--- config.mk ---
export PLATFORM = sky130hd
export DESIGN_NAME = lip_queue
export DESIGN_NICKNAME = d
export VERILOG_FILES = /design/src/design/lip_pkg.sv /design/src/design/lip_queue.sv
export SDC_FILE = /design/constraint.sdc
export NUM_CORES = 1
export LEC_CHECK = 0
export ABC_AREA = 1
export BUFFER_PORTS_ARGS = -buffer_cell sky130_fd_sc_hd__buf_4
export CORE_MARGIN = 3
export CORE_UTILIZATION = 40
export CTS_BUF_LIST = sky130_fd_sc_hd__clkbuf_8
export DETAILED_ROUTE_END_ITERATION = 10
export SYNTH_ARGS = -nofsm -noshare
export SYNTH_HDL_FRONTEND = slang
export SYNTH_SLANG_ARGS = --single-unit
--- constraint.sdc ---
create_clock -name clock -period 28.8 [get_ports clock]
set_input_delay 4.32 -clock clock [delete_from_list [all_inputs] [get_ports clock]]
set_output_delay 4.32 -clock clock [all_outputs]
set_load 0.02 [all_outputs]
--- src/design/lip_pkg.sv ---
// ----------------------------------------------------------------------------
// lip_pkg
// Types and fixed constants of the line intersection core.
// ----------------------------------------------------------------------------
`timescale 1ns / 1ps
`default_nettype none

package lip_pkg;

   // field and datapath widths
   localparam int unsigned DATA_W      = 32;
   localparam int unsigned THR_W       = 31;
   localparam int unsigned DET_W       = 64;
   localparam int unsigned NUM_W       = 65;
   localparam int unsigned PROD_W      = 96;
   localparam int unsigned QUO_BITS    = 41;
   localparam int unsigned SUM_W       = QUO_BITS + 2;
   localparam int unsigned QUEUE_DEPTH = 4;

   // register file
   localparam int unsigned CSR_ADDR_W  = 3;
   localparam logic        REG_DET_THRESHOLD = 1'b0;
   localparam logic [THR_W-1:0] THR_RESET = 31'd655;

   // saturation limits
   localparam logic [DATA_W-1:0] COORD_MAX = 32'h7FFF_FFFF;
   localparam logic [DATA_W-1:0] COORD_MIN = 32'h8000_0000;

   // classified item passed from the front end to the back end
   typedef struct packed {
      logic signed [DATA_W-1:0] p1x;
      logic signed [DATA_W-1:0] p1y;
      logic [DATA_W-1:0]        ax_mag;
      logic [DATA_W-1:0]        ay_mag;
      logic                     neg_x;
      logic                     neg_y;
      logic [DET_W-1:0]         det_mag;
      logic [NUM_W-1:0]         num_mag;
      logic                     par;
   } lip_item_type;

   // one coordinate lane inside the divider pipe
   typedef struct packed {
      logic [DET_W-1:0]         rem;
      logic [QUO_BITS-1:0]      low;
      logic [QUO_BITS-1:0]      quo;
      logic signed [DATA_W-1:0] p;
      logic                     neg;
      logic                     sat;
   } lip_lane_type;

endpackage

`default_nettype wire

--- src/design/lip_queue.sv ---
// ----------------------------------------------------------------------------
// lip_queue
// Small FIFO of classified items between the front and the back end.
// ----------------------------------------------------------------------------
`timescale 1ns / 1ps
`default_nettype none

module lip_queue (
   input  logic                  clock,
   input  logic                  reset,
   input  logic                  push_valid,
   input  lip_pkg::lip_item_type push_item,
   output logic                  push_ready,
   output logic                  pop_valid,
   output lip_pkg::lip_item_type pop_item,
   input  logic                  pop_ready
);

   localparam int unsigned DEPTH = lip_pkg::QUEUE_DEPTH;
   localparam int unsigned PTR_W = $clog2(DEPTH);
   localparam int unsigned CNT_W = $clog2(DEPTH + 1);

   lip_pkg::lip_item_type slot_ff [DEPTH];
   logic [PTR_W-1:0] wr_ptr_ff, wr_ptr_in, rd_ptr_ff, rd_ptr_in;
   logic [CNT_W-1:0] count_ff, count_in;
   logic             do_push;
   logic             do_pop;

   assign push_ready = (count_ff != CNT_W'(DEPTH));
   assign pop_valid  = (count_ff != '0);
   assign pop_item   = slot_ff[rd_ptr_ff];
   assign do_push    = push_valid && push_ready;
   assign do_pop     = pop_valid && pop_ready;

   // pointer and fill bookkeeping
   always_comb begin
      wr_ptr_in = wr_ptr_ff;
      rd_ptr_in = rd_ptr_ff;
      count_in  = count_ff;
      if (do_push) begin
         wr_ptr_in = (wr_ptr_ff == PTR_W'(DEPTH - 1)) ? '0 : wr_ptr_ff + PTR_W'(1);
      end
      if (do_pop) begin
         rd_ptr_in = (rd_ptr_ff == PTR_W'(DEPTH - 1)) ? '0 : rd_ptr_ff + PTR_W'(1);
      end
      if (do_push && !do_pop) begin
         count_in = count_ff + CNT_W'(1);
      end else if (do_pop && !do_push) begin
         count_in = count_ff - CNT_W'(1);
      end
   end

   always_ff @(posedge clock) begin
      if (reset) begin
         wr_ptr_ff <= '0;
         rd_ptr_ff <= '0;
         count_ff  <= '0;
      end else begin
         wr_ptr_ff <= wr_ptr_in;
         rd_ptr_ff <= rd_ptr_in;
         count_ff  <= count_in;
      end
   end

   // storage
   always_ff @(posedge clock) begin
      if (do_push) begin
         slot_ff[wr_ptr_ff] <= push_item;
      end
   end

endmodule

`default_nettype wire

Word-level counts from Yosys, hierarchy flattened:

Memory sizes are Yosys's and may differ from the RTL's. A register that Yosys moved wholly into a read port is not among the register bits.
Cells that the tools add are included.

* input port bits: 264
* RAM bits: 1040
* memories kept: 1
* logic and storage cells: 27
* output and inout bits: 262
* bits in registers: 7

* $add $sub $neg: 4
* eq/ne operators: 3
* mux-type cells: 8
* reduce and logical (&&, ||, !) cells: 8

Memories
* slot_ff: depth 4, width 260, read ports 1, clocked after memory_dff 1, wr ports 1, RTL line lip_queue.sv:23 `lip_pkg::lip_item_type slot_ff [DEPTH];`

Operators by type and width (number)
* two-way mux 2 bit: 4
* two-way mux 3 bit: 2
* adder 2 x 1 -> 2 bit (second input constant): 2
* equality test 2 bit (second input constant): 2
* logical AND 1 bit: 4
* adder 3 x 1 -> 3 bit (second input constant): 1
* != test 3 bit (second input constant): 1
* nonzero test 3 bit: 1
* subtractor 3 x 1 -> 3 bit (second input constant): 1
* logical NOT 1 bit: 2
* two-way mux 1 bit: 2
* nonzero test 2 bit: 1

Longest topological paths before layout:

Gate-level depths: netlist of run 1.

* depth in word-level cells: 6
* gate-level depth with buffers: 13
* mapped depth without buffers: 13

Worst setup path after synthesis of run 1:

Ideal clock, no wire load.

* path type: input port to flip-flop
* start: input push_valid
* end: memory slot_ff[0][0] (netlist bit) (enable)
* data required time: 27.913 ns
* stages: 2
* data arrival time: 15.245 ns
* setup time: 0.887 ns
* buffers on the path: 0
* path slack: 12.668 ns
* cells stage by stage: nand2_1 nor2_1

* longest elaborated chain between the ends: 3

Ends and longest elaborated chain
* start, declared: RTL line lip_queue.sv:11 `input logic push_valid,`
* logical AND 1 bit: RTL line lip_queue.sv:32 `assign do_push = push_valid && push_ready;`
* two-way mux 1 bit: RTL line lip_queue.sv:67 `if (do_push) begin`
* two-way mux 1 bit (implied by the code): RTL line lip_queue.sv:68 `slot_ff[wr_ptr_ff] <= push_item;`
* end, declared: RTL line lip_queue.sv:23

No other way between the ends.

==> impl_summary.log, run 1 <==
[metrics] status: completed
[metrics] total global routing overflow: 0
[metrics] most frequent standard cell in the layout excluding fill and tap cells: sky130_fd_sc_hd__edfxtp_1
[metrics] number of vias after detailed routing: approximately 24,000
[metrics] startpoint of the worst hold path: count_ff[1]
[metrics] Worst Max-Slew Pin Slew: 1.32 ns
[metrics] flops & latches, synth: approximately 1,000
[metrics] core area: 95,700 um^2
[metrics] slowest cell delay on critical path: just under 0.9 ns
[metrics] count of instances resized after the clock tree is built: 0
[metrics] max-cap viol count: 0
[metrics] die boundary width: between 300 and 400 um
[metrics] crit path launch type: flip-flop
[metrics] ordered list of cells on the worst path: buf_4, buf_4, o21ai_0, o22ai_1, buf_4
[metrics] clock slew at the register clock pins of the worst setup and hold paths: about 0.06 ns
[metrics] maximum fanout count along the critical path: 100
[metrics] number of setup violations in the final report: 0
[metrics] hold path depth: 2
[metrics] worst vdd ir: 63.8 uV
[metrics] synthesized instance count: 2,583
[metrics] Row Count: 113
[metrics] Buf+Inv Stages, Crit Path: 3
[metrics] effective utilization at floorplan: 40.7%
[metrics] area of the die: 101,000 um^2
[metrics] vias in the first global route: ~24,000
[metrics] destination of the worst register-to-register timing path: slot_ff[2][116]
[metrics] buffer count from post-CTS setup fixing: 0
[metrics] clk_lat worst skew: around 0.81 ns
[metrics] remaining routing DRC violations: 0
[metrics] buffers added on ports: ~530
[metrics] number of routed nets with antenna violations: 0
[metrics] wire length of the first global-routing pass: around 140,000 um
[metrics] RSZ-0062 raised after global routing: false
[metrics] WL per Instance: about 21 um
[metrics] NumNets Final: 3,400
[metrics] Crit. End Element: primary output
[metrics] CTS tree: built
[metrics] netlist area before placement: a little under 40,000 um^2
[metrics] areal power density over the cells: ~97 nW/um^2
[metrics] deepest clock path buffer count: 3
[metrics] detailed-router iteration count before antenna repair: 5
[metrics] worst reg2reg startpoint: count_ff[0]
[metrics] slowest stage cell, crit path: sky130_fd_sc_hd__buf_4
[metrics] Max Freq: about 120 MHz
[metrics] logic depth of the worst register-to-register path: 6
[metrics] root buffer selected by CTS: sky130_fd_sc_hd__clkbuf_8
[metrics] share of the clock period used by the worst path: roughly 30%
[metrics] count of H-tree levels built during CTS: 4
[metrics] endpoint with the worst hold slack: count_ff[1]
[metrics] hold crit path type: reg2reg
[metrics] largest net degree at the start of global routing: 238
[metrics] sequential share of the synthesized area: between 80 and 90%
[metrics] Hold-fix buffers, CTS: 0
[metrics] most used cells in the layout excluding fill and tap cells: 1,040 x sky130_fd_sc_hd__edfxtp_1, 543 x sky130_fd_sc_hd__buf_4, 533 x sky130_fd_sc_hd__nor2_1
[metrics] routability cong.: about 0.8
[metrics] relative area change from synthesis to final layout: 20.0%
[metrics] detailed placement HPWL: 54,800 um
[metrics] Die H: around 320 um
[metrics] worst hold slack: between 0.5 and 0.6 ns
[metrics] pins over their slew limit: 0
[metrics] Post-Synthesis Net Count: 2,854
[metrics] total length of routed wires: ~97,000 um
[metrics] Worst Skew: 0.0273 ns
[metrics] worst slew margin relative to its limit: approximately an eighth
[metrics] number of warnings reported in the yosys synthesis log: 0
[metrics] GRT Total Usage: between 10% and 20%
[metrics] final setup TNS: 0 ns
[metrics] vias per cell: about 5.3
[metrics] final core utilization: about half
[metrics] number of antenna violations at the first check in global routing: 24
[metrics] dominant delay contributor by cell family on the critical path: buffers and inverters
[metrics] Worst Path Class, Setup: reg2out
[metrics] time the worst path needs with I/O delays and setup: approximately 8.5 ns
[metrics] Worst path most repeated cell: sky130_fd_sc_hd__buf_4
[metrics] number of buffers created by CTS: roughly 170
[metrics] Data arrival, critical path: between 4 and 5 ns
[metrics] Static Leak: 16.3 nW
[metrics] Top Ports: around 530
[metrics] violation count after the first detailed-routing iteration: 1,596
[metrics] fraction of final layout cells with drive strength greater than 1: 23.4%
[metrics] count of distinct cell types in the synthesized netlist: 22
[metrics] Worst EP required: 24.48 ns
[metrics] Final Hold Vio Count: 0
[metrics] clock sink count: between 1,000 and 1,500
[metrics] average footprint of a synthesized cell: 15.1 um^2
[metrics] setup slack, reg-to-reg: 25.14 ns
-- cells by family (layout without fill, tap and decap cells) --
kind of cell / after synthesis / after routing / share of synthesized area [%]
flops: 1049 / 1049 / 80.6
xor+xnor: 1 / 1 / 0.0225
simple gates: 555 / 555 / 5.38
compound gates: 783 / 783 / 10.9
fa+ha+maj: 7 / 7 / 0.244
buf+inv: 188 / 858 / 2.85
other cells: 0 / 22 / 0
-- worst max path at each step --
stage               depth (start not counted)       start  slack [ns]            end
floorplan                                   2  push_valid       12.67  slot_ff[0][0]
global placement                            5   flip-flop       21.21   pop_item[51]
detailed placement                          5   flip-flop       21.15    pop_item[6]
CTS                                         5   flip-flop       20.19    pop_item[6]
global route                                5   flip-flop       19.97    pop_item[6]
finish                                      5   flip-flop       20.27  pop_item[112]
-- synth_stat cells --
library cell	number	share of area, %
sky130_fd_sc_hd__clkbuf_1	66	0.64
sky130_fd_sc_hd__o21ai_1	39	0.50
sky130_fd_sc_hd__nand3b_1	2	0.039
sky130_fd_sc_hd__fa_1	1	0.051
sky130_fd_sc_hd__nor2_1	537	5.2
sky130_fd_sc_hd__inv_8	1	0.029
sky130_fd_sc_hd__buf_2	52	0.67
sky130_fd_sc_hd__a21oi_1	2	0.026
sky130_fd_sc_hd__clkbuf_2	3	0.039
sky130_fd_sc_hd__nand3_1	1	0.013
sky130_fd_sc_hd__inv_2	1	0.0096
sky130_fd_sc_hd__inv_1	14	0.13
sky130_fd_sc_hd__nand2_1	14	0.13
sky130_fd_sc_hd__xor2_1	1	0.022
sky130_fd_sc_hd__buf_6	36	1.0
sky130_fd_sc_hd__dfxtp_1	9	0.46
sky130_fd_sc_hd__nand4_1	1	0.016
sky130_fd_sc_hd__edfxtp_1	1040	80
sky130_fd_sc_hd__o21ai_0	482	6.2
sky130_fd_sc_hd__o22ai_1	260	4.2
sky130_fd_sc_hd__ha_1	6	0.19
sky130_fd_sc_hd__buf_4	15	0.29
-- power by group --
group / internal [mW] / total (mW) / leakage (nW) / switching, mW
Sequential: 1.86 / 1.91 / 9.60 / 0.0520
Clock: 0.565 / 1.14 / 1.71 / 0.570
Combinational: 0.488 / 1.49 / 4.95 / 1.00
Total: 2.92 / 4.54 / 16.3 / 1.62
-- worst reg2reg max path, delay by kind of cell, from the launching register on --
family | cells | cell delay, ns
DFF | 1 | 0.40
and+or+nand+nor | 4 | 1.01
buffers and inverters | 2 | 1.79
-- stage by stage --
step	setup slack, ns	power, mW	area, um^2	instances
CTS	20.19	4.60	46700	4518
finish	20.27	4.54	46800	4540
global route	19.97	4.77	46700	4532
detailed placement	21.15	3.45	43800	4225
global placement	21.21	3.42	43800	4225
floorplan	12.67	2.87	39000	2583
-- sequential cells by signal, indices dropped and copies added (netlist names), named ones only --
| register | count |
|---|---|
| count_ff | 3 |
| rd_ptr_ff | 2 |
| slot_ff | 1040 |
| wr_ptr_ff | 2 |
-- area by class of cell --
class / instances / area [um^2]
inverter: 16 / 81.3
multi-input combinational: 1346 / 6470
antenna: 22 / 55.1
clock inverter: 124 / 623
fill: 8112 / 49000
tap: 1265 / 1580
clock buffer: 169 / 2330
sequential: 1049 / 31400
timing repair buffer: 549 / 4200
-- metal layers --
metal | share of wire [%] | vias to the layer above | track usage (%)
met5 | 0.044 | - | 0
met4 | 2.7 | 6 | 7.61
met3 | 7.7 | 159 | 6.36
met2 | 50 | 791 | 30.7
met1 | 39 | 11941 | 22.0
li1 | - | 10942 | -
Power figures use the tool's default switching activity.
==> run 2: changes to the inputs <==
clock period = 8.8 ns   (was 28.8 ns; I/O delays follow)
==> run 2 against run 1 <==
Worst setup slack got worse by 17 ns. Via count is 0.21% lower. Utilization hardly changed. Highest routed layer unchanged. Final area is essentially flat. Routed wire length up 0.30%. Register-to-register slack got worse by 19 ns. Sequential cell count did not move. Non-clock buffer count stayed put. Sequential share of layout area barely moved. Total power increased to 3.3 times the previous value. Critical path depth stayed put.
==> impl_summary.log, run 2 (synthesis gave the netlist of run 1 again) <==
[metrics] total length of routed wires: 97,300 um
[metrics] time the worst path needs with I/O delays and setup: 5.60 ns
[metrics] status: completed
[metrics] vias per cell: about 5.3
[metrics] number of buffers created by CTS: between 150 and 200
[metrics] fraction of final layout cells with drive strength greater than 1: between 20% and 30%
[metrics] startpoint of the worst hold path: rd_ptr_ff[1]
[metrics] final setup TNS: 0 ns
[metrics] slowest stage cell, crit path: sky130_fd_sc_hd__buf_4
[metrics] die boundary width: about 320 um
[metrics] detailed placement HPWL: ~55,000 um
[metrics] Largest register FFs: 1,040
[metrics] Worst Max-Slew Pin Slew: approximately 1.3 ns
[metrics] core area: between 90,000 and 100,000 um^2
[metrics] highest routed layer: met5
[metrics] ordered list of cells on the worst path: inv_16, buf_4, o21ai_0, o22ai_1, buf_4
[metrics] NumNets Final: 3,400
[metrics] deepest clock path buffer count: 3
[metrics] Hold-fix buffers, CTS: 0
[metrics] Crit. End Element: primary output
[metrics] final core utilization: 48.9%
[metrics] count of H-tree levels built during CTS: 4
[metrics] setup slack, reg-to-reg: about 5.7 ns
[metrics] number of vias after detailed routing: approximately 24,000
[metrics] buffer count from post-CTS setup fixing: 0
[metrics] worst reg2reg startpoint: count_ff[0]
[metrics] Worst path most repeated cell: sky130_fd_sc_hd__buf_4
[metrics] detailed-router iteration count before antenna repair: 5
[metrics] Worst Skew: roughly 0.033 ns
[metrics] worst vdd ir: roughly 220 uV
[metrics] min setup slack post-route: approximately 3.2 ns
[metrics] clock slew at the register clock pins of the worst setup and hold paths: 0.06 ns
[metrics] pins over their slew limit: 0
[metrics] max-cap viol count: 0
[metrics] wire length of the first global-routing pass: 144,000 um
[metrics] Worst EP required: 7.48 ns
[metrics] area of combinational cells with multiple inputs: between 6000 and 7000 um^2
[metrics] final instance count without filler cells: approximately 4,500
[metrics] number of antenna violations at the first check in global routing: 22
[metrics] Die H: 318 um
[metrics] slowest cell delay on critical path: 0.91 ns
[metrics] count of instances resized after the clock tree is built: 0
[metrics] relative area change from synthesis to final layout: 20.0%
[metrics] Filler Cell Count: 8,131
[metrics] maximum fanout count along the critical path: between 150 and 200
[metrics] crit path launch type: flip-flop
[metrics] met3 wirelength from detailed routing: 7700 um
[metrics] total global routing overflow: 0
[metrics] RSZ-0062 raised after global routing: false
[metrics] buffers added on ports: 525
[metrics] count of placed standard cells including taps: roughly 4,200
[metrics] leading registers by flop count: slot_ff (1040), count_ff (3)
[metrics] length of routed met2 wiring: 47,800 um
[metrics] number of routed nets with antenna violations: 0
[metrics] Top Ports: 526
[metrics] remaining routing DRC violations: 0
[metrics] clk_lat worst skew: approximately 0.8 ns
[metrics] Max Freq: between 150 and 200 MHz
[metrics] root buffer selected by CTS: sky130_fd_sc_hd__clkbuf_8
[metrics] Row Count: approximately 110
[metrics] destination of the worst register-to-register timing path: slot_ff[0][123]
[metrics] number of setup violations in the final report: 0
[metrics] dominant delay contributor by cell family on the critical path: buffers and inverters
[metrics] PnR Total Power: 14.9 mW
[metrics] largest net degree at the start of global routing: approximately 230
[metrics] hold crit path type: reg2reg
[metrics] share of the clock period used by the worst path: between 60 and 70%
[metrics] routed length on met1: approximately 38,000 um
[metrics] routability cong.: about 0.76
[metrics] Worst Path Class, Setup: reg2out
[metrics] GRT Total Usage: 18.5%
[metrics] pre-CTS setup slack: slightly above 4 ns
[metrics] area occupied by registers: approximately 31,000 um^2
[metrics] Buf+Inv Stages, Crit Path: 3
[metrics] areal power density over the cells: around 320 nW/um^2
[metrics] WL per Instance: about 21 um
[metrics] Final Hold Vio Count: 0
[metrics] violation count after the first detailed-routing iteration: about 1,700
[metrics] Data arrival, critical path: 4.28 ns
[metrics] CTS tree: built
[metrics] logic depth of the worst register-to-register path: 5
[metrics] clock sink count: between 1,000 and 1,500
[metrics] most frequent standard cell in the layout excluding fill and tap cells: sky130_fd_sc_hd__edfxtp_1
[metrics] effective utilization at floorplan: around two fifths
[metrics] hold path depth: 2
[metrics] most used cells in the layout excluding fill and tap cells: 1,040 x sky130_fd_sc_hd__edfxtp_1, 541 x sky130_fd_sc_hd__buf_4, 533 x sky130_fd_sc_hd__nor2_1
[metrics] most flop-heavy register: slot_ff
[metrics] area of the die: 101,000 um^2
[metrics] worst slew margin relative to its limit: 15.5%
[metrics] Static Leak: between 15 and 20 nW
[metrics] vias in the first global route: between 20,000 and 25,000
## run 2: routing by layer
metal  vias up  GRT usage (%)
met1     11865           22.8
met2       815           30.2
met4         2           8.19
met5         -              0
met3       180           5.75
li1      10928              -
## run 2: report_power, final
part | leakage [nW] | internal [mW] | switching, mW
Clock | 1.69 | 1.90 | 1.81
Sequential | 9.60 | 6.09 | 0.164
Combinational | 4.95 | 1.60 | 3.29
Total | 16.2 | 9.59 | 5.27
## run 2: worst max path at each step
stage	slack [ns]	endpoint	cells after the start
floorplan	-4.33	slot_ff[0][0]	2
finish	3.20	pop_item[215]	5
global placement	4.10	pop_item[215]	5
CTS	3.16	pop_item[215]	5
global route	2.96	pop_item[215]	5
detailed placement	4.10	pop_item[215]	5
## run 2: final cells by class
| cell class | count | area share, % |
|---|---|---|
| flip-flops and latches | 1049 | 67.2 |
| repair buffers | 549 | 9.03 |
| multi-input cells | 1346 | 13.8 |
| clock buffers | 173 | 5.09 |
| inverters | 16 | 0.174 |
| well taps | 1265 | 3.38 |
| diodes | 18 | 0.0963 |
| clock inverters | 115 | 1.21 |
## run 2: through the flow
stage,area (um^2),hold WS [ns]
after floorplan,39000,0.483
after global placement,43800,0.500
after detailed placement,43800,0.516
after CTS,46700,0.527
after global routing,46800,0.556
final,46800,0.530
## run 2: worst reg2reg max path, stage by stage (launching register included)
cell and delay [ns]:
sky130_fd_sc_hd__dfxtp_1 0.39, sky130_fd_sc_hd__nor2_1 0.08, sky130_fd_sc_hd__nand2_1 0.13, sky130_fd_sc_hd__nand2_1 0.30
sky130_fd_sc_hd__nor2_4 0.98, sky130_fd_sc_hd__buf_12 0.59
